==> config.mk <==
export PLATFORM = sky130hd
export DESIGN_NAME = keyed_record_table
export DESIGN_NICKNAME = d
export VERILOG_FILES = /design/src/hdl/krt_pkg.sv /design/src/hdl/krt_ctrl.sv /design/src/hdl/krt_datapath.sv /design/src/hdl/keyed_record_table.sv
export SDC_FILE = /design/constraint.sdc
export NUM_CORES = 2
export LEC_CHECK = 0
export BUFFER_PORTS_ARGS = -buffer_cell sky130_fd_sc_hd__buf_2
export CAP_MARGIN = 40
export CORE_UTILIZATION = 51
export DETAILED_ROUTE_END_ITERATION = 8
export HOLD_SLACK_MARGIN = 0.03
export PLACE_DENSITY = 0.76
export SLEW_MARGIN = 20
export SYNTH_ARGS = -nofsm -noshare
export SYNTH_HDL_FRONTEND = slang
export SYNTH_SLANG_ARGS = --single-unit
==> constraint.sdc <==
create_clock -name clk -period 7 [get_ports clk]
set_input_delay 1.75 -clock clk [delete_from_list [all_inputs] [get_ports clk]]
set_output_delay 1.75 -clock clk [all_outputs]
set_load 0.02 [all_outputs]
==> src/hdl/krt_pkg.sv <==
// Shared types and codes for the keyed record table.
// Used by krt_ctrl, krt_datapath and keyed_record_table; depends on nothing.
`default_nettype none

package krt_pkg;

    localparam int OP_W      = 16;
    localparam int MACH_W    = 8;
    localparam int TIME_W    = 16;
    localparam int KIND_W    = 3;
    localparam int STATUS_W  = 2;
    localparam int HELD_W    = 7;
    localparam int S_DATA_W  = 40;
    localparam int M_DATA_W  = 32;

    typedef enum logic [KIND_W-1:0] {
        KIND_INSERT      = 3'd0,
        KIND_UPDATE      = 3'd1,
        KIND_DEL_OP      = 3'd2,
        KIND_DEL_MACHINE = 3'd3,
        KIND_SEARCH      = 3'd4
    } kind_t;

    typedef enum logic [STATUS_W-1:0] {
        ST_OK        = 2'd0,
        ST_DUPLICATE = 2'd1,
        ST_FULL      = 2'd2,
        ST_MISSING   = 2'd3
    } status_t;

    // One table slot as it sits in the memory.
    typedef struct packed {
        logic              valid;
        logic [OP_W-1:0]   op;
        logic [MACH_W-1:0] mach;
        logic [TIME_W-1:0] rt;
    } entry_t;

    // Commands from the controller to the datapath.
    typedef struct packed {
        logic clear_wr;
        logic addr_clr;
        logic addr_inc;
        logic rd_en;
        logic load_req;
        logic commit;
    } cmd_t;

    // Status from the datapath to the controller.
    typedef struct packed {
        logic addr_last;
        logic out_busy;
    } sts_t;

endpackage

`default_nettype wire

==> src/hdl/krt_ctrl.sv <==
// Sequencing state machine of the keyed record table: clearing pass, scan, commit.
// Depends on krt_pkg.
`default_nettype none

module krt_ctrl
    import krt_pkg::*;
(
    input  wire logic clk,
    input  wire logic rst_n,
    input  wire logic s_tvalid,
    output logic      s_tready,
    input  wire sts_t sts,
    output cmd_t      cmd
);

    typedef enum logic [4:0] {
        S_CLEAR  = 5'b00001,
        S_IDLE   = 5'b00010,
        S_SCAN   = 5'b00100,
        S_DRAIN  = 5'b01000,
        S_COMMIT = 5'b10000
    } state_t;

    state_t state_reg;
    state_t state_next;

    always_ff @(posedge clk or negedge rst_n)
    begin
        if (!rst_n)
        begin
            state_reg <= S_CLEAR;
        end
        else
        begin
            state_reg <= state_next;
        end
    end

    always_comb
    begin
        state_next = state_reg;
        cmd        = '0;
        s_tready   = 1'b0;
        case (state_reg)
            S_CLEAR:
            begin
                cmd.clear_wr = 1'b1;
                cmd.addr_inc = 1'b1;
                if (sts.addr_last)
                begin
                    cmd.addr_clr = 1'b1;
                    state_next   = S_IDLE;
                end
            end
            S_IDLE:
            begin
                s_tready = 1'b1;
                if (s_tvalid)
                begin
                    cmd.load_req = 1'b1;
                    cmd.addr_clr = 1'b1;
                    state_next   = S_SCAN;
                end
            end
            S_SCAN:
            begin
                cmd.rd_en    = 1'b1;
                cmd.addr_inc = 1'b1;
                if (sts.addr_last)
                begin
                    cmd.addr_clr = 1'b1;
                    state_next   = S_DRAIN;
                end
            end
            S_DRAIN:
            begin
                state_next = S_COMMIT;
            end
            S_COMMIT:
            begin
                // Wait here while the previous result has not been taken.
                if (!sts.out_busy)
                begin
                    cmd.commit = 1'b1;
                    state_next = S_IDLE;
                end
            end
            default:
            begin
                state_next = S_CLEAR;
            end
        endcase
    end

endmodule

`default_nettype wire

==> src/hdl/krt_datapath.sv <==
// Datapath of the keyed record table: slot memory, scan compare stage, record count
// and result register. Depends on krt_pkg.
`default_nettype none

module krt_datapath
    import krt_pkg::*;
#(
    parameter int CAPACITY = 64
)
(
    input  wire logic                  clk,
    input  wire logic                  rst_n,
    input  wire cmd_t                  cmd,
    output sts_t                       sts,
    input  wire logic [KIND_W-1:0]     req_kind,
    input  wire logic [OP_W-1:0]       req_op,
    input  wire logic [MACH_W-1:0]     req_mach,
    input  wire logic [TIME_W-1:0]     req_rt,
    input  wire logic                  out_ready,
    output logic                       out_valid,
    output logic [STATUS_W-1:0]        out_status,
    output logic [TIME_W-1:0]          out_found,
    output logic [HELD_W-1:0]          out_held
);

    localparam int AW = $clog2(CAPACITY);
    localparam int CW = $clog2(CAPACITY + 1);

    entry_t            mem [CAPACITY];

    logic [AW-1:0]     addr_reg;
    logic [AW-1:0]     cmp_addr_reg;
    logic              cmp_valid_reg;
    entry_t            rd_data_reg;

    logic [KIND_W-1:0] kind_reg;
    logic [OP_W-1:0]   op_reg;
    logic [MACH_W-1:0] mach_reg;
    logic [TIME_W-1:0] rt_reg;

    logic              hit_found_reg;
    logic [AW-1:0]     hit_idx_reg;
    logic [TIME_W-1:0] hit_rt_reg;
    logic              free_found_reg;
    logic [AW-1:0]     free_idx_reg;
    logic              removed_reg;

    logic [CW-1:0]     count_reg;
    logic [CW-1:0]     count_next;

    logic              out_valid_reg;
    logic [STATUS_W-1:0] status_reg;
    logic [TIME_W-1:0] found_reg;
    logic [HELD_W-1:0] held_reg;

    logic              pair_hit;
    logic              del_hit;
    logic              wr_en;
    logic [AW-1:0]     wr_addr;
    entry_t            wr_data;
    status_t           commit_status;
    logic [TIME_W-1:0] commit_found;
    entry_t            new_entry;

    assign sts.addr_last = (addr_reg == AW'(CAPACITY - 1));
    assign sts.out_busy  = out_valid_reg && !out_ready;

    assign new_entry = '{valid: 1'b1, op: op_reg, mach: mach_reg, rt: rt_reg};

    // Key compare on the slot read in the previous cycle.
    assign pair_hit = cmp_valid_reg && rd_data_reg.valid
                      && (rd_data_reg.op == op_reg) && (rd_data_reg.mach == mach_reg);
    assign del_hit  = cmp_valid_reg && rd_data_reg.valid
                      && (((kind_reg == KIND_DEL_OP) && (rd_data_reg.op == op_reg))
                       || ((kind_reg == KIND_DEL_MACHINE) && (rd_data_reg.mach == mach_reg)));

    // Outcome of the request once the scan is over.
    always_comb
    begin
        commit_status = ST_MISSING;
        commit_found  = '0;
        wr_en         = 1'b0;
        wr_addr       = addr_reg;
        wr_data       = '0;
        count_next    = count_reg;
        case (kind_reg)
            KIND_INSERT:
            begin
                if (hit_found_reg)
                begin
                    commit_status = ST_DUPLICATE;
                end
                else if (free_found_reg)
                begin
                    commit_status = ST_OK;
                end
                else
                begin
                    commit_status = ST_FULL;
                end
            end
            KIND_UPDATE:
            begin
                if (hit_found_reg)
                begin
                    commit_status = ST_OK;
                end
            end
            KIND_DEL_OP, KIND_DEL_MACHINE:
            begin
                if (removed_reg)
                begin
                    commit_status = ST_OK;
                end
            end
            KIND_SEARCH:
            begin
                if (hit_found_reg)
                begin
                    commit_status = ST_OK;
                    commit_found  = hit_rt_reg;
                end
            end
            default:
            begin
                commit_status = ST_MISSING;
            end
        endcase

        // The single write port is shared in time by clearing, deletion and commit.
        if (cmd.clear_wr)
        begin
            wr_en = 1'b1;
        end
        else if (del_hit)
        begin
            wr_en         = 1'b1;
            wr_addr       = cmp_addr_reg;
            wr_data       = rd_data_reg;
            wr_data.valid = 1'b0;
            count_next    = count_reg - 1'b1;
        end
        else if (cmd.commit && (kind_reg == KIND_INSERT) && (commit_status == ST_OK))
        begin
            wr_en      = 1'b1;
            wr_addr    = free_idx_reg;
            wr_data    = new_entry;
            count_next = count_reg + 1'b1;
        end
        else if (cmd.commit && (kind_reg == KIND_UPDATE) && (commit_status == ST_OK))
        begin
            wr_en   = 1'b1;
            wr_addr = hit_idx_reg;
            wr_data = new_entry;
        end
    end

    always_ff @(posedge clk)
    begin
        if (wr_en)
        begin
            mem[wr_addr] <= wr_data;
        end
        if (cmd.rd_en)
        begin
            rd_data_reg <= mem[addr_reg];
        end
    end

    always_ff @(posedge clk or negedge rst_n)
    begin
        if (!rst_n)
        begin
            addr_reg       <= '0;
            cmp_valid_reg  <= 1'b0;
            count_reg      <= '0;
            out_valid_reg  <= 1'b0;
            hit_found_reg  <= 1'b0;
            free_found_reg <= 1'b0;
            removed_reg    <= 1'b0;
        end
        else
        begin
            if (cmd.addr_clr)
            begin
                addr_reg <= '0;
            end
            else if (cmd.addr_inc)
            begin
                addr_reg <= addr_reg + 1'b1;
            end
            cmp_valid_reg <= cmd.rd_en;
            count_reg     <= count_next;

            if (cmd.load_req)
            begin
                hit_found_reg  <= 1'b0;
                free_found_reg <= 1'b0;
                removed_reg    <= 1'b0;
            end
            else if (cmp_valid_reg)
            begin
                if (pair_hit && !hit_found_reg)
                begin
                    hit_found_reg <= 1'b1;
                end
                if (!rd_data_reg.valid && !free_found_reg)
                begin
                    free_found_reg <= 1'b1;
                end
                if (del_hit)
                begin
                    removed_reg <= 1'b1;
                end
            end

            if (cmd.commit)
            begin
                out_valid_reg <= 1'b1;
            end
            else if (out_ready)
            begin
                out_valid_reg <= 1'b0;
            end
        end
    end

    // Request fields, match positions and result payload.
    always_ff @(posedge clk)
    begin
        if (cmd.load_req)
        begin
            kind_reg <= req_kind;
            op_reg   <= req_op;
            mach_reg <= req_mach;
            rt_reg   <= req_rt;
        end
        if (pair_hit && !hit_found_reg)
        begin
            hit_idx_reg <= cmp_addr_reg;
            hit_rt_reg  <= rd_data_reg.rt;
        end
        if (cmp_valid_reg && !rd_data_reg.valid && !free_found_reg)
        begin
            free_idx_reg <= cmp_addr_reg;
        end
        cmp_addr_reg <= addr_reg;
        if (cmd.commit)
        begin
            status_reg <= commit_status;
            found_reg  <= commit_found;
            held_reg   <= HELD_W'(count_next);
        end
    end

    assign out_valid  = out_valid_reg;
    assign out_status = status_reg;
    assign out_found  = found_reg;
    assign out_held   = held_reg;

    a_count_bound: assert property (@(posedge clk) disable iff (!rst_n)
        count_reg <= CW'(CAPACITY))
        else $error("record count exceeds the table capacity");

    a_compare_follows_read: assert property (@(posedge clk) disable iff (!rst_n)
        cmd.rd_en |=> cmp_valid_reg)
        else $error("compare stage did not follow a slot read");

    a_commit_presents: assert property (@(posedge clk) disable iff (!rst_n)
        cmd.commit |=> out_valid_reg)
        else $error("committed request did not present a result");

    a_no_commit_over_result: assert property (@(posedge clk) disable iff (!rst_n)
        cmd.commit |-> !(out_valid_reg && !out_ready))
        else $error("commit would overwrite a result not yet taken");

endmodule

`default_nettype wire

==> src/hdl/keyed_record_table.sv <==
// Top level of the keyed record table: stream ports, controller and datapath.
// Depends on krt_pkg, krt_ctrl and krt_datapath.
//
// The keyed record table holds up to CAPACITY records, each keyed by an operation id
// and a machine id and carrying a 16-bit runtime. A request arrives as one transfer on
// the slave stream (the request kind on s_tuser) and produces exactly one result
// transfer on the master stream: a status code, the runtime found by a search (zero
// otherwise) and the number of records held afterwards. After reset the block first
// runs a clearing pass over the slot memory, one slot per cycle, during which s_tready
// stays low. The slots live in a memory with one write port and one registered read
// port, so one write and one registered read per cycle; every request reads every
// slot once in order, then does the last compare in the drain state and the commit in
// the commit state. A request is taken only in the idle state, so no new request is
// accepted before the last one is committed. The next request is accepted as soon as
// the commit is done, even if the result still waits on m_tready; a second commit
// waits until the earlier result has been taken. Inserts take the lowest-numbered free
// slot, duplicates are refused before fullness is checked, and deletes remove every
// matching record in the same scan.
`default_nettype none

module keyed_record_table
    import krt_pkg::*;
#(
    parameter int CAPACITY = 64
)
(
    input  wire logic                 clk,
    input  wire logic                 rst_n,
    input  wire logic                 s_tvalid,
    output logic                      s_tready,
    // s_tdata, from bit 0: op_id[15:0], machine_id[23:16], run_time[39:24]
    input  wire logic [S_DATA_W-1:0]  s_tdata,
    // s_tuser: kind[2:0]
    input  wire logic [KIND_W-1:0]    s_tuser,
    output logic                      m_tvalid,
    input  wire logic                 m_tready,
    // m_tdata, from bit 0: status[1:0], found_time[17:2], held_count[24:18], zeros above
    output logic [M_DATA_W-1:0]       m_tdata
);

    cmd_t                cmd;
    sts_t                sts;
    logic [STATUS_W-1:0] status;
    logic [TIME_W-1:0]   found_time;
    logic [HELD_W-1:0]   held_count;

    krt_ctrl u_ctrl (
        .clk      (clk),
        .rst_n    (rst_n),
        .s_tvalid (s_tvalid),
        .s_tready (s_tready),
        .sts      (sts),
        .cmd      (cmd)
    );

    krt_datapath #(
        .CAPACITY (CAPACITY)
    ) u_datapath (
        .clk        (clk),
        .rst_n      (rst_n),
        .cmd        (cmd),
        .sts        (sts),
        .req_kind   (s_tuser),
        .req_op     (s_tdata[15:0]),
        .req_mach   (s_tdata[23:16]),
        .req_rt     (s_tdata[39:24]),
        .out_ready  (m_tready),
        .out_valid  (m_tvalid),
        .out_status (status),
        .out_found  (found_time),
        .out_held   (held_count)
    );

    // Fields packed from the lowest bit up; the top seven bits are padding.
    assign m_tdata = {7'd0, held_count, found_time, status};

endmodule

`default_nettype wire
=== After elaboration in Yosys (flattened, before gate mapping) ===
Memory sizes are Yosys's and may differ from the RTL's. A register that Yosys moved wholly into a read port is not among the register bits.
Cells that the tools add are included.

* Add/sub/neg operators: 3
* Equality and inequality tests: 16
* Muxes and demuxes: 50
* Reductions and logical operators: 36

{| class="wikitable"
|+ Operator list
! cell !! number
|-
| $mux W41 || 4
|-
| $mux W6 || 6
|-
| $mux W1 || 26
|-
| $pmux W5 S5 || 1
|-
| $mux W7 || 3
|-
| $mux W5 || 4
|-
| $eq A16 B16 Y1 || 1
|-
| $logic_and A1 B1 Y1 || 15
|-
| $reduce_bool A2 Y1 || 6
|-
| $eq A8 B8 Y1 || 1
|-
| $mux W2 || 4
|-
| $ne A2 B2 Y1 const B || 4
|-
| $reduce_and A2 Y1 || 4
|-
| $add A7 B1 Y7 const B || 1
|-
| $sub A7 B1 Y7 const B || 1
|-
| $add A6 B1 Y6 const B || 1
|-
| $eq A3 B2 Y1 const B || 2
|-
| $eq A6 B6 Y1 const B || 1
|-
| $pmux W2 S3 || 1
|-
| $reduce_or A2 Y1 || 3
|-
| $eq A5 B1 Y1 const B || 1
|-
| $eq A5 B2 Y1 const B || 1
|-
| $eq A5 B3 Y1 const B || 1
|-
| $eq A5 B4 Y1 const B || 1
|-
| 9 further kinds || 12
|}

* Flip-flop bits (word level): 125
* Memory bits (writable): 2624
* Input port bits: 47
* Output and inout bits: 34
* Logic and storage cells: 125
* Memories: 1

{| class="wikitable"
|+ Memories
! memory !! words !! width !! rd ports !! clocked after memory_dff !! write ports !! line !! source
|-
| u_datapath.mem || 64 || 41 || 1 || 1 || 1 || krt_datapath.sv:29 || <nowiki>entry_t mem [CAPACITY];</nowiki>
|}

=== Depth between registers and ports, before layout ===
* Depth in word-level cells: 12
* Mapped depth: 13
* Gate-level depth less buffers: 10

=== By module ===
Synthesis repeated with hierarchy kept, for this count alone.

* Cells, all modules: 4276
* Area, all modules: 106442.1 um^2

{| class="wikitable"
|+ Modules (own cells, without submodules)
! module !! times used !! cells an instance !! area each (um^2) !! seq. area each (um^2)
|-
| krt_datapath || 1 || 4225 || 105975.4 || 83480.1
|-
| krt_ctrl || 1 || 43 || 410.4 || 126.4
|-
| keyed_record_table || 1 || 8 || 56.3 || 0.0
|}

=== Worst setup path after synthesis ===
Ideal clock, no wire load.

* Path kind: input -> register
* From: input port m_tready
* To: memory u_datapath.mem[30][0] (netlist bit) (enable)
* Data arrival time: 7.918 ns
* Data required time: 6.443 ns
* Setup slack: -1.475 ns
* Stages on the path: 11
* Buffers on the path: 1
* Cells stage by stage: nand2b_1 nand4_1 or4_1 inv_2 nor2_1 a31oi_1 mux2_4 a22oi_1 or3_1 clkbuf_1 nor4b_1

* Longest elaborated chain between the ends: 12

{| class="wikitable"
|+ Ends and longest elaborated chain
! element !! line !! source
|-
| start, declared || keyed_record_table.sv:36 || <nowiki>input wire logic m_tready,</nowiki>
|-
| $logic_not A1 Y1 (*) || krt_datapath.sv:66 || <nowiki>assign sts.out_busy = out_valid_reg && !out_ready;</nowiki>
|-
| $logic_and A1 B1 Y1 (*) || krt_datapath.sv:66 ||
|-
| $mux W1 (*) || krt_ctrl.sv:82 || <nowiki>if (!sts.out_busy)</nowiki>
|-
| $mux W1 (*) || krt_ctrl.sv:44 || <nowiki>case (state_reg)</nowiki>
|-
| $logic_and A1 B1 Y1 (2 in series) || krt_datapath.sv:150 || <nowiki>else if (cmd.commit && (kind_reg == KIND_UPDATE) && (commit_status == ST_OK))</nowiki>
|-
| $mux W1 || krt_datapath.sv:150 ||
|-
| $mux W1 || krt_datapath.sv:143 || <nowiki>else if (cmd.commit && (kind_reg == KIND_INSERT) && (commit_status == ST_OK))</nowiki>
|-
| $mux W1 || krt_datapath.sv:135 || <nowiki>else if (del_hit)</nowiki>
|-
| $mux W1 || krt_datapath.sv:131 || <nowiki>if (cmd.clear_wr)</nowiki>
|-
| $mux W1 || krt_datapath.sv:160 || <nowiki>if (wr_en)</nowiki>
|-
| $mux W1 (not written as such) || krt_datapath.sv:162 || <nowiki>mem[wr_addr] <= wr_data;</nowiki>
|-
| end, declared || krt_datapath.sv:29 ||
|}

Mark *: on every way between the ends. The rest lies on a longest branch, timed or not.

=== Worst setup path after layout ===
* From: input port m_tready
* To: memory u_datapath.mem[15][16] (netlist bit) (enable)

The elaborated chain is that of the path after synthesis.

==> results by group <==
Placement
  • Routability cong.: 0.9170
  • Final HPWL DP: between 150000 and 200000 um
  • Setup WS pre-CTS: 871.9 ps
  • Placed Area: 0.1122 mm^2
  • PortBufs: 73

STA
  • RSZ-0062 raised after global routing: no
  • Relative slew margins: 0.2620
  • Fin. max-slew vios: 0
  • Final worst setup slack: 1648 ps
  • Clock Skew: 75.26 ps
  • Worst Max-Slew Pin Slew: ~1100 ps
  • Minimum clock period: 5352 ps
  • Final cycle utilization of the critical path: 0.7646
  • Final setup fails: 0
  • Max Clk Rate: roughly 190 MHz
  • Final hold viol count: 0

Floorplanning
  • Core area: 0.2071 mm^2
  • Num ports: 81
  • Die height: approximately 460 um
  • Die Wd: ~460 um
  • Die area: 0.2100 mm^2
  • Initial core utilization: 0.5128
  • Cell row count: about 170

Worst setup path
  • Startpoint Class: primary input
  • Worst EP arrival: between 5000 and 6000 ps
  • FF-to-FF setup slack: just under 2000 ps
  • Largest stage delay, worst path: approximately 740 ps
  • CP Launch Point: m_tready
  • Worst path slowest cell: or4_1
  • Reg-to-reg endpoint: u_datapath.mem[15][16]$_DFFE_PP_
  • Crit path cell chain: buf_2 > nand2b_1 > nand4_1 > or4_1 > inv_4 > a31oi_1 > mux2_4 > a22o_4 > or3_1 > nor4b_4 > buf_4
  • Worst setup path category: in -> reg
  • CP Buf/Inv Count: 3
  • Crit path max fanout: 27
  • Worst flop-to-flop path startpoint: u_ctrl.state_reg[3]$_DFFE_PN0P_
  • Worst path top cell family by delay: simple AND/OR/NAND/NOR gates
  • CP required: 7550 ps
  • Worst reg2reg path depth: 10
  • Critical Path End Type: flop

GRT
  • Largest net degree at the start of global routing: roughly 150
  • Grt ovf: 0
  • Overall Global Routing Usage: 0.2772
  • Vias in the first global route: 50.76k
  • First-pass GRT wire length: 400600 um
  • Antenna violations before repair: 32

Synth
  • Synth area leader: edfxtp_1
  • Post-synth EDFFs: 2761
  • Top cells by area, synth: edfxtp_1, mux4_2, dfrtp_1
  • Post-Syn Area: 0.1062 mm^2
  • Top-area cell type share of the netlist area: 0.7809
  • Main synth FF type: edfxtp_1
  • Syn Inst Count: 4236
  • Most frequent cell after synthesis: edfxtp_1
  • #FFs+latches synth: 2790
  • Yosys cell types: slightly below 60
  • Commonest cells in the netlist: edfxtp_1, mux4_2, clkbuf_1
  • Sequential area share after synthesis: 0.7874
  • Async set or reset register ratio after synthesis: 0.008244
  • Syn Area/Cell: 25.07 um^2
  • Synth warn: 0

Cells and area
  • Final #Nets: 4616
  • Post-route cell area: between 0.1 and 0.15 mm^2
  • Share of cells above drive strength 1: 0.3340
  • Filler cells: about 14k
  • Area Growth Syn to Fin: 14.05%
  • Number of flip-flops under the largest register name: 2624

Min path
  • Hold path depth: 0
  • Tightest Hold Check Type: reg -> reg
  • Worst Hold End: u_datapath.hit_rt_reg[1]$_DFFE_PP_
  • Hold path start: u_datapath.rd_data_reg[1]$_DFFE_PP_

Clock network
  • Clock latency at the later pin of the worst-skew pair: 960 ps
  • Clk slew on worst S/H paths: 60 ps
  • Post-CTS Setup Repair Bufs: 0
  • CTS buffer count: 286
  • CTS tree: yes
  • CTS max path bufs: 4
  • CTS root buf: clkbuf_16
  • Post-CTS Resized: 0
  • Clk sinks: 2790
  • # hold bufs at CTS: 0
  • CTS H-tree lvls: 5

Detailed routing
  • Vias after detailed routing: 50.80k
  • Routed Antenna Nets: 0
  • First-pass DRT Iterations: 6
  • DR DRC count: 0
  • Initial drt markers: 7780
  • Drt total wl: a little under 300000 um
  • DR vias/cell: 6.701
  • WL per Instance: 38.27 um

Pwr
  • PwrDens: 374.2 mW/mm^2
  • Static Leak: 42.24 nW
  • Maximum VDD drop: 0.3338 mV
  • Total Power: 45.32 mW

Run status
  • Status: complete, no violations

Run
  • Max-cap violations: 0
layout make-up:
cell class                 count  area [um^2]  area share
sequential                  2790        83630      0.6906
clock inverter               139         1160    0.009578
tap                         2788         3488     0.02881
antenna                       31        77.57   0.0006406
timing repair buffer         269         2933     0.02422
clock buffer                 346         7552     0.06237
inverter                      15        66.31   0.0005476
multi-input combinational   1204        22190      0.1832
cells by family (layout without fill, tap and decap cells):
logic type      count (synthesis)  count (layout)  share of synthesized area
compound gates                 87              87                   0.006234
other cells                     1              38                 0.00003532
xor+xnor                       34              34                   0.002805
buf+inv                       248             769                   0.009274
fa+ha+maj                       3               3                  0.0003536
flops                        2790            2790                     0.7874
mux                           870             870                     0.1835
simple gates                  203             203                    0.01032
worst max-delay path by stage:
stage	to	depth (start not counted)	slack (ps)
after floorplan	u_datapath.mem[63][0]$_DFFE_PP_	11	-1430
after global placement	u_datapath.mem[46][30]$_DFFE_PP_	13	820
after detailed placement	u_datapath.mem[15][10]$_DFFE_PP_	11	870
after CTS	u_datapath.mem[15][6]$_DFFE_PP_	11	1820
after global routing	u_datapath.mem[15][25]$_DFFE_PP_	11	1720
final	u_datapath.mem[15][16]$_DFFE_PP_	11	1650
layout by cell type, fill, tap and decap left out, types with 7 or more instances in the layout:
master / instances
buf_4: 112
xnor2_1: 29
clkinv_1: 63
nor4_1: 7
clkinv_2: 40
buf_12: 75
nor2_4: 53
mux2i_1: 7
dfrtp_1: 17
clkinvlp_4: 7
clkbuf_1: 52
nand3b_1: 7
inv_6: 7
inv_1: 11
nand2_1: 21
conb_1: 7
bufinv_16: 19
clkbuf_16: 294
nand3_1: 12
edfxtp_1: 2761
buf_16: 8
nor2_1: 32
buf_2: 74
a21oi_1: 17
nand4_1: 8
or3_1: 11
nor4b_4: 10
a22o_1: 38
and2_1: 16
mux4_2: 861
diode_2: 31
per-stage QoR:
step	setup TNS, ps	cells	hold slack (ps)	util
2_1_floorplan	-117410	4242	345.4	-
3_3_place_gp	0	7052	435.0	0.5408
3_5_place_dp	0	7062	446.8	0.5419
4_1_cts	0	7547	464.2	0.5840
5_1_grt	0	7575	478.6	0.5847
6_report	0	7582	467.0	0.5848
routing by layer:
metal	vias up	global-route usage	routed length, um
li1	19095	-	-
met1	27116	0.3485	96900
met2	3929	0.4401	141100
met3	642	0.06425	32070
met4	22	0.1725	20000
met5	-	0	140
report_power, final:
group	total, mW	internal, mW	switching (mW)	leakage [nW]
clock network	14.6	8.35	6.23	4.26
registers	19.7	19.3	0.403	29.9
logic	11.1	4.57	6.50	8.10
Note: power is estimated with default switching activity, not from simulation.
